## src/rtl/tcpd_pkg.sv

```systemverilog
// Shared types, character codes and lookup tables for the text column to PWM duty block.
package tcpd_pkg;

   // Width of the PWM duty word and its full-scale value.
   localparam int DUTY_BITS = 13;
   localparam int DutyMax   = (1 << DUTY_BITS) - 1;
   localparam int PctFull   = 100;

   // Character codes that steer the tokenizer.
   localparam logic [7:0] CHAR_LF    = 8'h0A;
   localparam logic [7:0] CHAR_CR    = 8'h0D;
   localparam logic [7:0] CHAR_PLUS  = 8'h2B;
   localparam logic [7:0] CHAR_MINUS = 8'h2D;
   localparam logic [7:0] CHAR_ZERO  = 8'h30;
   localparam logic [7:0] CHAR_NINE  = 8'h39;

   // Pending sign codes.
   localparam logic [1:0] SIGN_NONE  = 2'd0;
   localparam logic [1:0] SIGN_PLUS  = 2'd1;
   localparam logic [1:0] SIGN_MINUS = 2'd2;

   // Token count at which the third token is being read, and its saturation value.
   localparam logic [1:0] TOKEN_THIRD = 2'd2;
   localparam logic [1:0] TOKEN_FULL  = 2'd3;

   // Level of the third token: 0 to 8 are table entries, 9 marks out of range.
   localparam logic [3:0] LEVEL_TOP = 4'd8;
   localparam logic [3:0] LEVEL_OUT = 4'd9;

   typedef logic [DUTY_BITS-1:0] duty_type;

   typedef struct packed {
      logic [7:0] text_byte;
      logic       end_of_text;
   } req_payload_type;

   typedef struct packed {
      duty_type   duty;
      logic [6:0] lamp_pct;
      logic       source_valid;
   } rsp_payload_type;

   // Inverted duty for a brightness percent, evaluated at elaboration only.
   function automatic duty_type duty_calc(input int pct);
      int d;
      d = DutyMax - (DutyMax * pct) / PctFull;
      return d[DUTY_BITS-1:0];
   endfunction

   // Brightness percent per level; every level above 8 reads as zero.
   localparam logic [6:0] PCT_TABLE [16] = '{
      7'd0, 7'd20, 7'd30, 7'd35, 7'd40, 7'd50, 7'd55, 7'd60, 7'd70,
      7'd0, 7'd0, 7'd0, 7'd0, 7'd0, 7'd0, 7'd0
   };

   localparam duty_type DUTY_TABLE [16] = '{
      duty_calc(0),  duty_calc(20), duty_calc(30), duty_calc(35),
      duty_calc(40), duty_calc(50), duty_calc(55), duty_calc(60),
      duty_calc(70), duty_calc(0),  duty_calc(0),  duty_calc(0),
      duty_calc(0),  duty_calc(0),  duty_calc(0),  duty_calc(0)
   };

endpackage

```

## src/rtl/tcpd_stream_if.sv

```systemverilog
// Valid/ready stream interface that carries one payload beat per handshake.
interface tcpd_stream_if #(parameter type payload_type = logic) ();
   logic        valid;
   logic        ready;
   payload_type payload;

   modport source (output valid, output payload, input ready);
   modport sink   (input valid, input payload, output ready);
endinterface

```

## src/rtl/text_column_to_pwm_duty.sv

```systemverilog
// Top level: tokenizes a text stream and turns the third number of each line into a PWM duty.
// A beat accepted on req_chan enters the input register; its result is then registered in
// the result register that drives rsp_chan. Throughput: one byte per cycle while rsp_chan
// does not stall, set by the tokenizer update between the input and result registers;
// lines with fewer than three tokens produce no result.
// Reset is synchronous and active high; it clears the line state and both valid flags.
module text_column_to_pwm_duty
   import tcpd_pkg::*;
(
   input  logic          clock,
   input  logic          reset,
   tcpd_stream_if.sink   req_chan,
   tcpd_stream_if.source rsp_chan
);

   // Input register: holds one accepted beat until the tokenizer consumes it.
   logic       in_valid_ff, in_valid_in;
   logic [7:0] byte_ff,     byte_in;
   logic       eot_ff,      eot_in;

   // Line state of the tokenizer.
   logic [1:0] token_count_ff,     token_count_in;
   logic [1:0] sign_pending_ff,    sign_pending_in;
   logic       in_number_ff,       in_number_in;
   logic       number_negative_ff, number_negative_in;
   logic [3:0] magnitude_ff,       magnitude_in;
   logic [3:0] third_level_ff,     third_level_in;

   // Result register.
   logic            rsp_valid_ff, rsp_valid_in;
   rsp_payload_type rsp_data_ff,  rsp_data_in;

   // The tokenizer stage moves whenever the result register is free or is being emptied.
   logic advance;
   logic step;
   assign advance = !rsp_valid_ff || rsp_chan.ready;
   assign step    = in_valid_ff && advance;

   assign req_chan.ready   = !in_valid_ff || advance;
   assign rsp_chan.valid   = rsp_valid_ff;
   assign rsp_chan.payload = rsp_data_ff;

   // Byte classification.
   logic is_break, is_digit, is_sign, closing;
   logic [3:0] digit;
   assign is_break = (byte_ff == CHAR_LF) || (byte_ff == CHAR_CR);
   assign is_digit = (byte_ff >= CHAR_ZERO) && (byte_ff <= CHAR_NINE);
   assign is_sign  = (byte_ff == CHAR_PLUS) || (byte_ff == CHAR_MINUS);
   // The ASCII digits sit at 0x30 to 0x39, so the low nibble is the digit value.
   assign digit    = byte_ff[3:0];
   // A line closes at a break, and after the last byte of the text.
   assign closing  = is_break || eot_ff;

   // Token count after ending any open token.
   logic [1:0] ended_count;
   assign ended_count = (in_number_ff && token_count_ff != TOKEN_FULL) ?
                        token_count_ff + 2'd1 : token_count_ff;

   // State after the byte itself, before any line close.
   logic [1:0] post_count, post_sign, final_count;
   logic       post_in_number, post_negative;
   logic [3:0] post_magnitude, post_level, start_mag, next_mag;
   logic       start_negative;

   always_comb begin
      // A digit either opens a token, taking the pending sign, or extends the open one.
      start_negative = in_number_ff ? number_negative_ff : (sign_pending_ff == SIGN_MINUS);
      start_mag      = in_number_ff ? magnitude_ff : 4'd0;
      // Times ten plus a digit saturates at nine as soon as anything nonzero is held.
      next_mag       = (start_mag == 4'd0) ? digit : LEVEL_OUT;

      post_count     = token_count_ff;
      post_sign      = sign_pending_ff;
      post_in_number = in_number_ff;
      post_negative  = number_negative_ff;
      post_magnitude = magnitude_ff;
      post_level     = third_level_ff;

      priority if (is_break) begin
         // A break only closes the line, handled below.
      end else if (is_digit) begin
         post_in_number = 1'b1;
         post_negative  = start_negative;
         post_sign      = SIGN_NONE;
         post_magnitude = start_mag;
         if (token_count_ff == TOKEN_THIRD) begin
            post_magnitude = next_mag;
            post_level     = (start_negative && next_mag != 4'd0) ? LEVEL_OUT : next_mag;
         end
      end else if (is_sign) begin
         post_count     = ended_count;
         post_in_number = 1'b0;
         post_sign      = (byte_ff == CHAR_MINUS) ? SIGN_MINUS : SIGN_PLUS;
      end else begin
         post_count     = ended_count;
         post_in_number = 1'b0;
         post_sign      = SIGN_NONE;
      end

      // Closing a line first ends the token that is still open.
      final_count = (post_in_number && post_count != TOKEN_FULL) ?
                    post_count + 2'd1 : post_count;
   end

   // Next-state logic for the input register, line state and result register.
   always_comb begin
      in_valid_in = in_valid_ff;
      byte_in     = byte_ff;
      eot_in      = eot_ff;
      if (req_chan.ready) begin
         in_valid_in = req_chan.valid;
         byte_in     = req_chan.payload.text_byte;
         eot_in      = req_chan.payload.end_of_text;
      end

      token_count_in     = token_count_ff;
      sign_pending_in    = sign_pending_ff;
      in_number_in       = in_number_ff;
      number_negative_in = number_negative_ff;
      magnitude_in       = magnitude_ff;
      third_level_in     = third_level_ff;
      if (step) begin
         if (closing) begin
            token_count_in     = 2'd0;
            sign_pending_in    = SIGN_NONE;
            in_number_in       = 1'b0;
            number_negative_in = 1'b0;
            magnitude_in       = 4'd0;
            third_level_in     = 4'd0;
         end else begin
            token_count_in     = post_count;
            sign_pending_in    = post_sign;
            in_number_in       = post_in_number;
            number_negative_in = post_negative;
            magnitude_in       = post_magnitude;
            third_level_in     = post_level;
         end
      end

      rsp_valid_in = rsp_valid_ff;
      rsp_data_in  = rsp_data_ff;
      if (advance) begin
         // A result is produced only when a line with at least three tokens closes.
         rsp_valid_in               = step && closing && (final_count == TOKEN_FULL);
         rsp_data_in.duty           = DUTY_TABLE[post_level];
         rsp_data_in.lamp_pct       = PCT_TABLE[post_level];
         rsp_data_in.source_valid   = (post_level <= LEVEL_TOP);
      end
   end

   always_ff @(posedge clock) begin
      if (reset) begin
         in_valid_ff        <= 1'b0;
         rsp_valid_ff       <= 1'b0;
         token_count_ff     <= 2'd0;
         sign_pending_ff    <= SIGN_NONE;
         in_number_ff       <= 1'b0;
         number_negative_ff <= 1'b0;
         magnitude_ff       <= 4'd0;
         third_level_ff     <= 4'd0;
      end else begin
         in_valid_ff        <= in_valid_in;
         rsp_valid_ff       <= rsp_valid_in;
         token_count_ff     <= token_count_in;
         sign_pending_ff    <= sign_pending_in;
         in_number_ff       <= in_number_in;
         number_negative_ff <= number_negative_in;
         magnitude_ff       <= magnitude_in;
         third_level_ff     <= third_level_in;
      end
   end

   always_ff @(posedge clock) begin
      byte_ff     <= byte_in;
      eot_ff      <= eot_in;
      rsp_data_ff <= rsp_data_in;
   end

`ifndef SYNTH
   // An out-of-range third token always gives zero brightness and full inverted duty.
   a_invalid_is_dark: assert property (@(posedge clock) disable iff (reset)
      (rsp_valid_ff && !rsp_data_ff.source_valid) |->
      (rsp_data_ff.lamp_pct == 7'd0 && rsp_data_ff.duty == duty_type'(DutyMax)))
      else $error("out-of-range token produced nonzero brightness");

   // Closing a line leaves the tokenizer with no open token and no pending sign.
   a_close_clears: assert property (@(posedge clock) disable iff (reset)
      (step && closing) |=>
      (token_count_ff == 2'd0 && sign_pending_ff == SIGN_NONE && !in_number_ff))
      else $error("line state not cleared after line end");

   // The saturating magnitude and the level never pass the out-of-range mark.
   a_level_bound: assert property (@(posedge clock) disable iff (reset)
      (magnitude_ff <= LEVEL_OUT) && (third_level_ff <= LEVEL_OUT))
      else $error("magnitude or level above saturation");

   // A result appears only after the tokenizer consumed a closing beat.
   a_result_cause: assert property (@(posedge clock) disable iff (reset)
      $rose(rsp_valid_ff) |-> $past(step && closing))
      else $error("result without a line end");

   // A sign is never pending while a token is open.
   a_sign_open: assert property (@(posedge clock) disable iff (reset)
      in_number_ff |-> (sign_pending_ff == SIGN_NONE))
      else $error("pending sign inside a token");
`endif

endmodule

```

## src/flat_wrapper.sv

```systemverilog
// flat-port wrapper written by rule: the top's interface ports become plain ports
module text_column_to_pwm_duty_flat import tcpd_pkg::*;
  (clock, reset, req_chan_valid, req_chan_payload, req_chan_ready, rsp_chan_valid, rsp_chan_payload, rsp_chan_ready);
  tcpd_stream_if #(.payload_type(req_payload_type)) req_chan_i ();
  tcpd_stream_if #(.payload_type(rsp_payload_type)) rsp_chan_i ();
  input  logic clock;
  input  logic reset;
  input wire logic [$bits(req_chan_i.valid)-1:0] req_chan_valid;
  input wire logic [$bits(req_chan_i.payload)-1:0] req_chan_payload;
  output wire logic [$bits(req_chan_i.ready)-1:0] req_chan_ready;
  output wire logic [$bits(rsp_chan_i.valid)-1:0] rsp_chan_valid;
  output wire logic [$bits(rsp_chan_i.payload)-1:0] rsp_chan_payload;
  input wire logic [$bits(rsp_chan_i.ready)-1:0] rsp_chan_ready;
  assign req_chan_i.valid = req_chan_valid;
  assign req_chan_i.payload = req_chan_payload;
  assign req_chan_ready = req_chan_i.ready;
  assign rsp_chan_valid = rsp_chan_i.valid;
  assign rsp_chan_payload = rsp_chan_i.payload;
  assign rsp_chan_i.ready = rsp_chan_ready;
  text_column_to_pwm_duty u_core (.clock(clock), .reset(reset), .req_chan(req_chan_i), .rsp_chan(rsp_chan_i));
endmodule
```

## config.mk

```make
export PLATFORM = sky130hd
export DESIGN_NAME = text_column_to_pwm_duty_flat
export DESIGN_NICKNAME = d
export VERILOG_FILES = /design/src/rtl/tcpd_pkg.sv /design/src/rtl/tcpd_stream_if.sv /design/src/rtl/text_column_to_pwm_duty.sv /design/src/flat_wrapper.sv
export SDC_FILE = /design/constraint.sdc
export NUM_CORES = 1
export LEC_CHECK = 0
export ABC_AREA = 1
export ABC_CLOCK_PERIOD_IN_PS = 2400
export BUFFER_PORTS_ARGS = -buffer_cell sky130_fd_sc_hd__buf_2
export CAP_MARGIN = 10
export CORE_MARGIN = 8
export CORE_UTILIZATION = 55
export CTS_BUF_LIST = sky130_fd_sc_hd__clkbuf_8
export DETAILED_ROUTE_END_ITERATION = 16
export PLACE_DENSITY = 0.78
export SYNTH_ARGS = -nofsm -noshare
export SYNTH_HDL_FRONTEND = slang
export SYNTH_SLANG_ARGS = --single-unit
export TNS_END_PERCENT = 1
```

## constraint.sdc

```tcl
create_clock -name clock -period 2.4 [get_ports clock]
set_clock_uncertainty 0.2 [all_clocks]
set_input_delay 0.12 -clock clock [delete_from_list [all_inputs] [get_ports clock]]
set_output_delay 0.12 -clock clock [all_outputs]
set_load 0.01 [all_outputs]
```

==> flow_summary.yaml <==
run_status:
  status: "completed"
clock_network:
  h-tree-depth: 2
  path_clk_slew_ps: 70
  cts_tree: "built"
  clockBufferDepth: 2
  cts_buffers: 5
  cts.sinks: 41
  clk_latency_ps: 290
  cts_root_buf: "clkbuf_8"
logic_synthesis:
  synth.largest_area_cell: "edfxtp_1"
  yosysMostFrequentCell: "nand2_1"
  synth-seq-cells: 41
  synth.top_cell.area_share_pct: 34.27
  synth_area_per_cell_sq_um: 8.525
  synth_cell_types: 34
  synth_common_cells: "nand2_1, inv_1, edfxtp_1, a21oi_1, nand3_1"
  synth-adder-area-share_pct: 5.711
  synthMuxAreaShare_pct: 0
  synth-main-ff-cell: "edfxtp_1"
  synth_top_family_by_area: "simple AND/OR/NAND/NOR gates"
  yosysWarningCount: 0
  synth_area_sq_um: 2191
  yosys.area_share.simple_pct: 27.41
  synth_edf_count: 25
  synthXorXnorAreaFrac_pct: 0
  synthTopCellsByArea: "edfxtp_1, dfxtp_1, nand2_1"
  synth_seq_area_share_pct: 48.89
  synth_nets: 280
  async_flop_share_pct: 0
  syn_inst: 257
  synth_compound_area_share_pct: 9.766
worst_setup_path:
  crit_slowest_cell: "edfxtp_1"
  reg2regPathDepth: 11
  endpoint_kind: "flop"
  timing_worst_setup_path_type: "flop to flop"
  cp_common_cell: "nand2_1"
  crit_path_max_fanout: 7
  max_stage_delay_ps: 480
  path_cells: "o21ai_2 -> nand2_2 -> inv_2 -> nand2_2 -> nand2_1 -> nand2_2 -> ha_4 -> nand3b_1 -> nand2_1 -> nand2_1 -> nand2_1"
  setup.worst_path.start_class: "flop"
  crit_arrival_ps: 2140
  crit-reg2reg-launch: "u_core.byte_ff[2]$_DFFE_PP_"
  r2r_slack_ps: 100
  r2r-end: "u_core.rsp_chan.payload[3]$_DFFE_PN_"
  crit_required_ps: 2250
floorplanning:
  start_util_pct: 55.98
  io_pins: 36
  core-area_sq_um: 3914
  die_w_um: 79.12
  die_y_um: 79.12
  rows: 23
  dieArea_sq_um: 6259
job:
  drv_cap: 0
pwr:
  power.leakage_nw: 1.176
  vdd_ir_drop_max_v: 0.0002934
  p_per_area_nw_per_um2: 509.4
  power_mw: 1.352
timing:
  period_share_pct: 95.63
  setup_viol: 0
  worst_pin_slew_ps: 525.2
  timing.fmax_ghz: 0.4357
  hold_viol_final: 0
  tns_ps: 0
  fin_ws_ps: 105.0
  timing.hold.ws_ps: 7.206
  drv_slew: 0
  period_needed_ps: 2295
  slew_headroom_pct: 64.90
global_routing:
  track_usage_pct: 14.94
  grtUsageMet2_pct: 25.14
  use_met3_pct: 5.079
  grt_use_met1_pct: 15.83
  grt-busiest-layer: "met2"
  gr-total-overflow: 0
  grt_max_degree: 18
  grt_pass1_wl_um: 7534
  antenna_found_initial: 0
  grt_pass1_vias: 1750
cells_and_area:
  layoutNonFillerInstCount: 355
  drive_gt1_share_pct: 25.90
  antenna_cells: 0
  final_core_util_pct: 67.81
  areaGrowthSynthToFinish_pct: 21.13
  nets: 327
  fin_area_sq_um: 2654
placement:
  preCtsSetupSlack_ps: 50.13
  placedCellCount: 336
  globalplace.congestion: 0.8960
  port_buffers: 35
  dpl_cell_area_sq_um: 2391
  hpwlAfterDp_um: 3313
route:
  ant_nets: 0
  drtIter0Drc: 111
  via_per_inst: 5.155
  drc: 0
  vias: 1830
  wl_um: 4547
  first_pass_iters: 5
  wl_per_cell_um: 12.81
min_path:
  min_from: "reset"
  hp-class: "input port to flop"
  whs_endpoint: "u_core.magnitude_ff[3]$_SDFFE_PP0P_"
  holdPathStages: 2
## sequential cells by signal, indices dropped and copies added, names as in the netlist
name and cells:
u_core.in_valid_ff 1, u_core.number_negative_ff 1, u_core.third_level_ff 4, u_core.sign_pending_ff 2, u_core.in_number_ff 1, u_core.rsp_chan.payload 16
u_core.eot_ff 1, u_core.rsp_chan.valid 1, u_core.magnitude_ff 4, u_core.byte_ff 8, u_core.token_count_ff 2
## worst max-delay path, delay by kind of cell, from the launching register on
kind,cells,cell delay [ps]
AND/OR/NAND/NOR,8,760
adder cells (fa/ha/maj),1,290
AO/OA/AOI/OAI,1,230
flip-flops,1,480
buffers and inverters,1,90
## layout make-up
type                       instances  area (sq um)
fill                             318          1260
timing repair buffer              49         305.3
clock buffer                       5         68.82
multi-input combinational        175         987.2
sequential                        41          1072
tap                               50         62.56
inverter                          32         120.1
clock inverter                     3         37.54
## layout by cell type, fill, tap and decap left out, types with 4 or more instances in the layout
cell type	netlist	layout
a21oi_1	19	18
buf_2	0	35
buf_4	5	4
clkbuf_8	0	5
dfxtp_1	16	15
dlygate4sd3_1	0	10
edfxtp_1	25	25
ha_1	10	8
inv_1	27	28
inv_2	5	5
nand2_1	72	70
nand2_2	11	12
nand3_1	17	17
nor2_1	16	16
## power by group
group / internal (mW) / leakage, nW / switching (mW)
sequential: 0.751 / 0.383 / 0.00726
clock: 0.303 / 0.0570 / 0.222
combinational: 0.0301 / 0.736 / 0.0390
total: 1.08 / 1.18 / 0.268
## metal layers
metal,share of wire (%),vias to the layer above
met2,48,61
li1,-,924
met5,0,-
met4,3.0,0
met3,7.9,15
met1,41,830
## how the worst max path moves through the flow
stage | from | end | depth (start not counted)
after floorplan | u_core.byte_ff[2]$_DFFE_PP_ | u_core.rsp_chan.payload[3]$_DFFE_PN_ | 11
after global placement | u_core.in_number_ff$_SDFFE_PP0P_ | u_core.rsp_chan.payload[5]$_SDFFCE_PN0N_ | 10
after detailed placement | u_core.in_number_ff$_SDFFE_PP0P_ | u_core.rsp_chan.payload[6]$_SDFFCE_PN0N_ | 11
after CTS | u_core.in_number_ff$_SDFFE_PP0P_ | u_core.rsp_chan.payload[6]$_SDFFCE_PN0N_ | 11
after global routing | u_core.byte_ff[2]$_DFFE_PP_ | u_core.rsp_chan.payload[3]$_DFFE_PN_ | 11
final | u_core.byte_ff[2]$_DFFE_PP_ | u_core.rsp_chan.payload[3]$_DFFE_PN_ | 11
## logic make-up (layout without fill, tap and decap cells)
family	Yosys count	in the layout
buf+inv	41	89
fa+ha+maj	10	10
flops	41	41
compound gates	34	34
simple gates	131	131
## timing repair
item / CTS / global route
hold endpoints to repair: 10 / 0
gates resized for setup: 0 / 10
hold buffers: 10 / 0
buffers inserted: 0 / 1
setup endpoints to repair: 0 / 10
Power figures use the tool's default switching activity.
